===== config.mk =====
export PLATFORM = sky130hd
export DESIGN_NAME = word_repeat_run_encoder_flat
export DESIGN_NICKNAME = d
export VERILOG_FILES = /design/src/hw/rtl/wrr_pkg.sv /design/src/hw/rtl/wrr_in_if.sv /design/src/hw/rtl/wrr_out_if.sv /design/src/hw/rtl/word_repeat_run_encoder.sv /design/src/flat_wrapper.sv
export VERILOG_INCLUDE_DIRS = /design/src /design/src/hw/rtl
export SDC_FILE = /design/constraint.sdc
export NUM_CORES = 1
export LEC_CHECK = 0
export ABC_AREA = 1
export BUFFER_PORTS_ARGS = -buffer_cell sky130_fd_sc_hd__buf_2
export CORE_MARGIN = 5
export CORE_UTILIZATION = 28
export CTS_BUF_LIST = sky130_fd_sc_hd__clkbuf_8
export DETAILED_ROUTE_END_ITERATION = 8
export HOLD_SLACK_MARGIN = 0.15
export PLACE_DENSITY_LB_ADDON = 0.1
export SYNTH_ARGS = -nofsm -noshare
export SYNTH_HDL_FRONTEND = slang
export SYNTH_SLANG_ARGS = --single-unit

===== constraint.sdc =====
create_clock -name clk -period 5.06 [get_ports clk]
set_input_delay 0.506 -clock clk [delete_from_list [all_inputs] [get_ports clk]]
set_output_delay 0.506 -clock clk [all_outputs]
set_load 0.01 [all_outputs]

===== src/hw/rtl/assert_macros.svh =====
// Assertion macros for the top-level RTL file of the word repeat run encoder.
`ifndef ASSERT_MACROS_SVH
`define ASSERT_MACROS_SVH

`ifndef ASSERT_OFF

// Check a property on every rising clk edge outside reset.
`define ASSERT_CLK(label, prop, msg) \
    label: assert property (@(posedge clk) disable iff (!rst_n) (prop)) else $error(msg);

// Check a property on every rising clk edge, reset included.
`define ASSERT_ALWAYS(label, prop, msg) \
    label: assert property (@(posedge clk) (prop)) else $error(msg);

`else

`define ASSERT_CLK(label, prop, msg)
`define ASSERT_ALWAYS(label, prop, msg)

`endif

`endif


===== src/hw/rtl/wrr_pkg.sv =====
// Package of the word repeat run encoder: widths, queue sizing and the result type.
package wrr_pkg;

    localparam int WORD_WIDTH        = 32;
    localparam int COUNT_WIDTH_DEF   = 16;
    localparam int FIFO_DEPTH        = 4;
    localparam int FIFO_PTR_WIDTH    = $clog2(FIFO_DEPTH);
    localparam int FIFO_CNT_WIDTH    = $clog2(FIFO_DEPTH + 1);

    typedef logic [WORD_WIDTH-1:0]     word_t;
    typedef logic [FIFO_PTR_WIDTH-1:0] fifo_ptr_t;
    typedef logic [FIFO_CNT_WIDTH-1:0] fifo_cnt_t;

    typedef struct packed {
        word_t payload;
        logic  is_run;
        logic  transfer_done;
        logic  last_of_item;
    } result_t;

endpackage


===== src/hw/rtl/wrr_in_if.sv =====
// Input word channel: valid/ready handshake with the word and its end-of-transfer flag.
interface wrr_in_if
    import wrr_pkg::*;
();
    logic  valid;
    logic  ready;
    word_t data_word;
    logic  end_of_transfer;

    modport source (output valid, output data_word, output end_of_transfer, input ready);
    modport sink   (input valid, input data_word, input end_of_transfer, output ready);
endinterface


===== src/hw/rtl/wrr_out_if.sv =====
// Result channel: valid/ready handshake with a literal word or a repeat count.
interface wrr_out_if
    import wrr_pkg::*;
();
    logic  valid;
    logic  ready;
    word_t payload;
    logic  is_run;
    logic  transfer_done;
    logic  last_of_item;

    modport source (output valid, output payload, output is_run, output transfer_done,
                    output last_of_item, input ready);
    modport sink   (input valid, input payload, input is_run, input transfer_done,
                    input last_of_item, output ready);
endinterface


===== src/hw/rtl/word_repeat_run_encoder.sv =====
// Top level of the word repeat run encoder: compare/count stage and result queue.
//
// Usage:
//   words  - input channel, one 32-bit word per transfer, end_of_transfer marks the
//            final word of a buffer transfer.
//   codes  - result channel. A word that differs from the last literal comes out as
//            a literal (is_run 0). Repeats of the last literal are counted and come
//            out as one count result (is_run 1, payload = repeat count) when a
//            differing word arrives (ahead of its literal), when the transfer ends,
//            or when the counter reaches 2^COUNT_WIDTH - 1.
//   A word yields zero, one or two results; last_of_item flags the last of them.
// Results are registered in the result queue and leave it on codes in arrival order.
// Throughput: one word per cycle while the receiver takes one result per cycle;
//   a word that yields two results grows the queue by one. The rate is set
//   by the 4-entry result queue, which accepts a word only with two free slots.
// Reset: last literal and repeat count clear to zero, queue empties. Both also
//   return to zero after every end_of_transfer word.
// Stall: when codes.ready is low the queue holds its results; words.ready drops
//   once fewer than two slots are free, so nothing is lost.
module word_repeat_run_encoder
    import wrr_pkg::*;
#(
    parameter int COUNT_WIDTH = COUNT_WIDTH_DEF
)
(
    input  logic          clk,
    input  logic          rst_n,
    wrr_in_if.sink        words,
    wrr_out_if.source     codes
);

`include "assert_macros.svh"

    localparam logic [COUNT_WIDTH-1:0] COUNT_MAX = '1;

    // Encoder state.
    word_t                  prev_literal_reg, prev_literal_next;
    logic [COUNT_WIDTH-1:0] repeat_count_reg, repeat_count_next;

    // Result queue.
    result_t   fifo_reg [FIFO_DEPTH];
    fifo_ptr_t head_reg, head_next;
    fifo_ptr_t tail_reg, tail_next;
    fifo_cnt_t count_reg, count_next;

    logic                   accept;
    logic                   pop;
    logic                   is_repeat;
    logic [COUNT_WIDTH-1:0] count_inc;
    logic [1:0]             push_n;
    result_t                res_a;
    result_t                res_b;

    // Take a word only with room for the two results it may cause.
    assign words.ready = (count_reg <= fifo_cnt_t'(FIFO_DEPTH - 2));
    assign accept      = words.valid && words.ready;
    assign pop         = codes.valid && codes.ready;

    assign is_repeat = (words.data_word == prev_literal_reg);
    assign count_inc = repeat_count_reg + COUNT_WIDTH'(1);

    // Decide results and next state for the incoming word.
    always_comb
    begin
        res_a             = '0;
        res_b             = '0;
        push_n            = 2'd0;
        prev_literal_next = prev_literal_reg;
        repeat_count_next = repeat_count_reg;

        if (accept)
        begin
            if (is_repeat)
            begin
                repeat_count_next = count_inc;
                if (words.end_of_transfer)
                begin
                    res_a  = '{payload: WORD_WIDTH'(count_inc), is_run: 1'b1,
                               transfer_done: 1'b1, last_of_item: 1'b1};
                    push_n = 2'd1;
                end
                else if (count_inc == COUNT_MAX)
                begin
                    // Counter full: flush the run and start a fresh count.
                    res_a             = '{payload: WORD_WIDTH'(count_inc), is_run: 1'b1,
                                          transfer_done: 1'b0, last_of_item: 1'b1};
                    push_n            = 2'd1;
                    repeat_count_next = '0;
                end
            end
            else
            begin
                if (repeat_count_reg != '0)
                begin
                    // Pending run goes out ahead of the new literal.
                    res_a  = '{payload: WORD_WIDTH'(repeat_count_reg), is_run: 1'b1,
                               transfer_done: 1'b0, last_of_item: 1'b0};
                    res_b  = '{payload: words.data_word, is_run: 1'b0,
                               transfer_done: words.end_of_transfer, last_of_item: 1'b1};
                    push_n = 2'd2;
                end
                else
                begin
                    res_a  = '{payload: words.data_word, is_run: 1'b0,
                               transfer_done: words.end_of_transfer, last_of_item: 1'b1};
                    push_n = 2'd1;
                end
                prev_literal_next = words.data_word;
                repeat_count_next = '0;
            end

            if (words.end_of_transfer)
            begin
                prev_literal_next = '0;
                repeat_count_next = '0;
            end
        end
    end

    // Advance queue pointers.
    always_comb
    begin
        tail_next  = tail_reg + fifo_ptr_t'(push_n);
        head_next  = pop ? head_reg + fifo_ptr_t'(1) : head_reg;
        count_next = count_reg + fifo_cnt_t'(push_n) - fifo_cnt_t'(pop);
    end

    always_ff @(posedge clk or negedge rst_n)
    begin
        if (!rst_n)
        begin
            prev_literal_reg <= '0;
            repeat_count_reg <= '0;
            head_reg         <= '0;
            tail_reg         <= '0;
            count_reg        <= '0;
        end
        else
        begin
            prev_literal_reg <= prev_literal_next;
            repeat_count_reg <= repeat_count_next;
            head_reg         <= head_next;
            tail_reg         <= tail_next;
            count_reg        <= count_next;
        end
    end

    // Queue storage: write up to two results per cycle, no reset needed.
    always_ff @(posedge clk)
    begin
        if (push_n != 2'd0)
        begin
            fifo_reg[tail_reg] <= res_a;
        end
        if (push_n == 2'd2)
        begin
            fifo_reg[tail_reg + fifo_ptr_t'(1)] <= res_b;
        end
    end

    // Drive the result channel from the queue head.
    assign codes.valid         = (count_reg != '0);
    assign codes.payload       = fifo_reg[head_reg].payload;
    assign codes.is_run        = fifo_reg[head_reg].is_run;
    assign codes.transfer_done = fifo_reg[head_reg].transfer_done;
    assign codes.last_of_item  = fifo_reg[head_reg].last_of_item;

    `ASSERT_ALWAYS(a_fifo_bound, count_reg <= fifo_cnt_t'(FIFO_DEPTH), "result queue overflow")
    `ASSERT_CLK(a_end_clears, accept && words.end_of_transfer |=> prev_literal_reg == '0 && repeat_count_reg == '0, "state not cleared after transfer end")
    `ASSERT_CLK(a_run_nonzero, codes.valid && codes.is_run |-> codes.payload != '0, "count result with zero count")
    `ASSERT_CLK(a_done_is_last, codes.valid && codes.transfer_done |-> codes.last_of_item, "transfer end result not last of its word")

endmodule

===== src/flat_wrapper.sv =====
// flat-port wrapper written by rule: the top's interface ports become plain ports
module word_repeat_run_encoder_flat import wrr_pkg::*;
#(
    parameter int COUNT_WIDTH = COUNT_WIDTH_DEF
)
  (clk, rst_n, words_valid, words_data_word, words_end_of_transfer, words_ready, codes_valid, codes_payload, codes_is_run, codes_transfer_done, codes_last_of_item, codes_ready);
  wrr_in_if words_i ();
  wrr_out_if codes_i ();
  input  logic clk;
  input  logic rst_n;
  input wire logic [$bits(words_i.valid)-1:0] words_valid;
  input wire logic [$bits(words_i.data_word)-1:0] words_data_word;
  input wire logic [$bits(words_i.end_of_transfer)-1:0] words_end_of_transfer;
  output wire logic [$bits(words_i.ready)-1:0] words_ready;
  output wire logic [$bits(codes_i.valid)-1:0] codes_valid;
  output wire logic [$bits(codes_i.payload)-1:0] codes_payload;
  output wire logic [$bits(codes_i.is_run)-1:0] codes_is_run;
  output wire logic [$bits(codes_i.transfer_done)-1:0] codes_transfer_done;
  output wire logic [$bits(codes_i.last_of_item)-1:0] codes_last_of_item;
  input wire logic [$bits(codes_i.ready)-1:0] codes_ready;
  assign words_i.valid = words_valid;
  assign words_i.data_word = words_data_word;
  assign words_i.end_of_transfer = words_end_of_transfer;
  assign words_ready = words_i.ready;
  assign codes_valid = codes_i.valid;
  assign codes_payload = codes_i.payload;
  assign codes_is_run = codes_i.is_run;
  assign codes_transfer_done = codes_i.transfer_done;
  assign codes_last_of_item = codes_i.last_of_item;
  assign codes_i.ready = codes_ready;
  word_repeat_run_encoder #(.COUNT_WIDTH(COUNT_WIDTH)) u_core (.clk(clk), .rst_n(rst_n), .words(words_i), .codes(codes_i));
endmodule

Word level (Yosys, flattened, before mapping)
Memories as Yosys holds them, arrays and structs flattened.
Cells that the tools add are included.

operators by class
  add/sub/neg operators = 6
  $lt $le $gt $ge = 1
  equality and inequality tests = 4
  mux-type cells = 22
  reductions and logical operators = 6

operators with widths
  kind                                                  number
  two-way mux 35 bit                                    7
  two-way mux 32 bit                                    2
  two-way mux 16 bit                                    3
  equality test 32 bit                                  1
  two-way mux 19 bit                                    1
  adder 16 x 1 -> 16 bit (second input constant)        1
  equality test 16 bit (second input constant)          1
  nonzero test 16 bit                                   1
  two-way mux 2 bit                                     4
  two-way mux 1 bit                                     5
  adder 2 x 1 -> 2 bit (second input constant)          2
  adder 3 x 2 -> 3 bit                                  1
  <= comparator 3 x 2 -> 1 bit (second input constant)  1
  nonzero test 3 bit                                    1
  subtractor 3 x 1 -> 3 bit                             1
  adder 2 bit                                           1
  equality test 2 bit (second input constant)           1
  logical AND 1 bit                                     2
  inequality test 2 bit (second input constant)         1
  AND reduction 2 bit                                   1
  nonzero test 2 bit                                    1

storage, ports and cells
  register bits = 55
  bits in writable memories = 140
  input port bits = 37
  memories kept = 1

memories
  name             words  width  read ports  clocked after Yosys merged registers in  wr ports  RTL line                       text
  u_core.fifo_reg  4      35     1           0                                        2         word_repeat_run_encoder.sv:41  result_t fifo_reg [FIFO_DEPTH];

Depth between registers and ports, before layout
  depth in word-level cells = 9
  depth in mapped cells = 17
  mapped depth without buffers = 16

Worst setup path after synthesis
OpenSTA, ideal clock, no wires.

  path type = input-to-reg
  start = in words_data_word[13]
  end = mem u_core.fifo_reg[0][0] (netlist name), enable pin
  data arrival time = 2.546 ns
  setup slack = 2.023 ns
  stages = 14
  cell sequence = clkbuf_1 > inv_1 > nand2_1 > nand3_1 > nor2_1 > nand2_1 > nor2_4 > nand2_4 > nand2_2 > nor2_2 > buf_4 > nand2_2 > buf_4 > nand2_1

RTL lines
  what         RTL line                       text
  from (decl)  flat_wrapper.sv:12             input wire logic [$bits(words_i.data_word)-1:0] words_data_word;
  to (decl)    word_repeat_run_encoder.sv:41

==> results.py <==
metrics = {
    "global_route": {
        "use_met2_pct": 28.0,
        "grt_use_met1_pct": 26.2,
        "met3_usage_pct": 4.31,
        "grt_pass1_vias": 9147,
        "grt_max_degree": 72,
        "grt.overflow.total": 0,
        "groute.usage.overall_pct": 18.2,
        "globalRoute.busiestLayer": "met2",
        "antenna_found_initial": 0,
        "grt_pass1_wl_um": 58000,
    },
    "clock_tree": {
        "clockBufferDepth": 2,
        "cts_buffers": 17,
        "post_cts_resized": 0,
        "cts_max_level": 4,
        "cts_setup_buffers": 0,
        "clk_latency_ns": 0.51,
        "cts_tree": "built",
        "cts-root-buf": "clkbuf_8",
        "path_clk_slew_ns": 0.11,
        "cts.sinks": 195,
        "hold_buffers": 0,
    },
    "power": {
        "power_leakage_nw": 4.93,
        "vdd_ir_drop_max_mv": 0.202,
        "powerDensity_mw_per_mm2": 461,
        "finalPower_mw": 5.59,
    },
    "routing": {
        "routed_wl_um": 38200,
        "drt_iter0_markers": 726,
        "detail-route-antenna-nets": 0,
        "post-route-drc-count": 0,
        "vias": 9453,
        "drt-pass1-iter-count": 5,
        "viasPerCell": 4.98,
        "routedWlPerCell_um": 20.1,
    },
    "timing": {
        "timing.final.max_slew_violations": 0,
        "skew_ns": 0.0219,
        "setup_viol": 0,
        "fin_setup_tns_ns": 0,
        "fin_ws_ns": 1.29,
        "max_freq_ghz": 0.266,
        "rsz0062_at_grt": "no",
        "period_needed_ns": 3.77,
        "worstMarginPinSlew_ns": 0.962,
        "holdWs_ns": 0.151,
        "slew_headroom_pct": 35.8,
        "hold_viol_final": 0,
        "period_share_pct": 74.4,
    },
    "floorplan": {
        "ios": 74,
        "fp.dieW_um": 207,
        "die-area_mm2": 0.0427,
        "core_mm2": 0.0385,
        "initial_core_util_pct": 28.1,
        "die_y_um": 207,
        "row_count": 72,
    },
    "synthesis": {
        "synth_top_area_share_pct": 37.8,
        "yosysTopAreaCell": "edfxtp_1",
        "synth_cell_type_count": 38,
        "synth_area_per_cell_um2": 8.15,
        "synth-edff-count": 136,
        "synth.area.top_cells": "edfxtp_1, dfrtp_1, nand2_1",
        "syn-cell-area_mm2": 0.0108,
        "async_flop_share_pct": 28.2,
        "seq_area_frac_synth_pct": 51.2,
        "yosys_register_bits": 195,
        "synth_nets": 1372,
        "synthCells": 1327,
        "yosysWarningCount": 0,
        "synth_flop_cell": "edfxtp_1",
    },
    "critical_path": {
        "critPathArrivalTime_ns": 3.92,
        "critPathMaxStageDelay_ns": 0.58,
        "cp_common_cell": "nand2_1",
        "cp_num_buf_inv": 3,
        "crit_chain": "inv_1, ha_1, inv_1, nor3_1, nand2_1, nand2_2, nor2_2, nand2_1, nand2_1, buf_4",
        "r2r_setup_slack_ns": 1.29,
        "critPathLaunch": "u_core.repeat_count_reg[0]$_DFFE_PN0P_",
        "r2r_end": "u_core.fifo_reg[2][11]$_DFFE_PP_",
        "slowest_stage": "nand2_1",
        "rr_worst_depth": 10,
        "start_kind": "flop",
        "crit_family": "simple AND/OR/NAND/NOR gates",
        "worstReg2RegStart": "u_core.repeat_count_reg[0]$_DFFE_PN0P_",
        "crit_path_end_kind": "flop",
        "path_max_fanout": 21,
        "required_ns": 5.21,
        "critical_path_class": "reg2reg",
    },
    "finish": {
        "design_area_mm2": 0.0121,
        "drive_above_1_share_pct": 11.7,
        "stdcell_count": 1899,
        "largest_reg_flops": 140,
        "post-route-util_pct": 31.5,
        "synthToLayoutAreaGrowth_pct": 11.9,
        "fin_nets": 1413,
        "antenna_cells": 0,
    },
    "placement": {
        "gp_congestion": 0.810,
        "dp_cells": 1867,
        "hpwl_um": 25600,
        "portBuffers": 73,
        "pre_cts_slack_ns": 1.20,
        "placed_area_mm2": 0.0117,
    },
    "run_status": {
        "outcome": "finished clean",
    },
    "hold_path": {
        "hold_class": "in2async",
    },
    "flow_run": {
        "maxCapViolations": 0,
    },
}
Yosys cell counts (all sizes together), types with 2 or more instances:
cell / n
a21oi: 5
and2: 8
buf: 32
clkbuf: 49
clkinv: 2
dfrtp: 55
dfxtp: 4
edfxtp: 136
ha: 7
inv: 110
nand2: 338
nand3: 140
nand3b: 2
nand4: 23
nor2: 169
nor4: 2
o21ai: 110
o22ai: 112
o31ai: 7
xnor2: 5
xor2: 6
cells by family after synthesis:
family / Yosys count / synth area share, %
buffers and inverters: 193 / 7.48
adders and majority gates: 8 / 0.995
xor gates and xnor gates: 11 / 0.891
and+or+nand+nor: 685 / 27.0
AOI/OAI and AO/OA: 235 / 12.5
DFF: 195 / 51.2
area by class of cell:
cell class | count | area, um2
Fill cell | 4127 | 26400
Sequential cell | 195 | 5540
Multi-Input combinational cell | 939 | 4470
Tap cell | 518 | 648
Timing Repair Buffer | 103 | 591
Inverter | 112 | 420
Clock buffer | 17 | 234
Clock inverter | 15 | 201
cells in the final DEF, fill, tap and decap left out, types with 3 or more instances in the layout:
cell	Yosys	routed
nor2_2	7	8
nand3_1	138	138
xnor2_1	5	5
nand4_1	23	23
o22ai_1	112	112
nor2_1	159	158
ha_1	7	7
xor2_1	6	6
buf_4	5	30
dfxtp_1	4	4
edfxtp_1	136	136
o21ai_1	3	3
o31ai_1	7	7
nand2_1	331	331
inv_6	0	5
dfrtp_1	55	54
a21oi_1	4	4
nand2_2	6	6
nor2_4	3	3
clkinv_1	2	3
inv_2	4	5
clkbuf_8	0	17
o21ai_0	107	107
inv_1	106	105
bufinv_16	0	4
buf_2	17	73
and2_1	6	6
power by group:
part,internal [mW],total (mW),switching (mW),leakage (nW)
Clock,0.543,1.16,0.620,0.215
Sequential,2.03,2.13,0.108,2.02
Combinational,0.661,2.29,1.63,2.70
worst max path at each step:
stage	endpoint	slack (ns)	cells after the start
final	u_core.fifo_reg[2][11]$_DFFE_PP_	1.29	10
after CTS	u_core.fifo_reg[2][11]$_DFFE_PP_	1.35	10
after global routing	u_core.count_reg[2]$_DFF_PN0_	1.14	12
after global placement	u_core.fifo_reg[2][13]$_DFFE_PP_	1.19	13
after detailed placement	u_core.fifo_reg[2][6]$_DFFE_PP_	1.20	12
after floorplan	u_core.fifo_reg[0][0]$_DFFE_PP_	2.02	14
per-layer routing:
layer | wire length [um] | vias to the layer above | part of all wire (%)
li1 | - | 4597 | -
met1 | 18100 | 4541 | 47
met2 | 17200 | 291 | 45
met3 | 2580 | 24 | 6.7
met4 | 333 | 0 | 0.87
met5 | 0 | - | 0
Note: power is estimated with default switching activity, not from simulation.
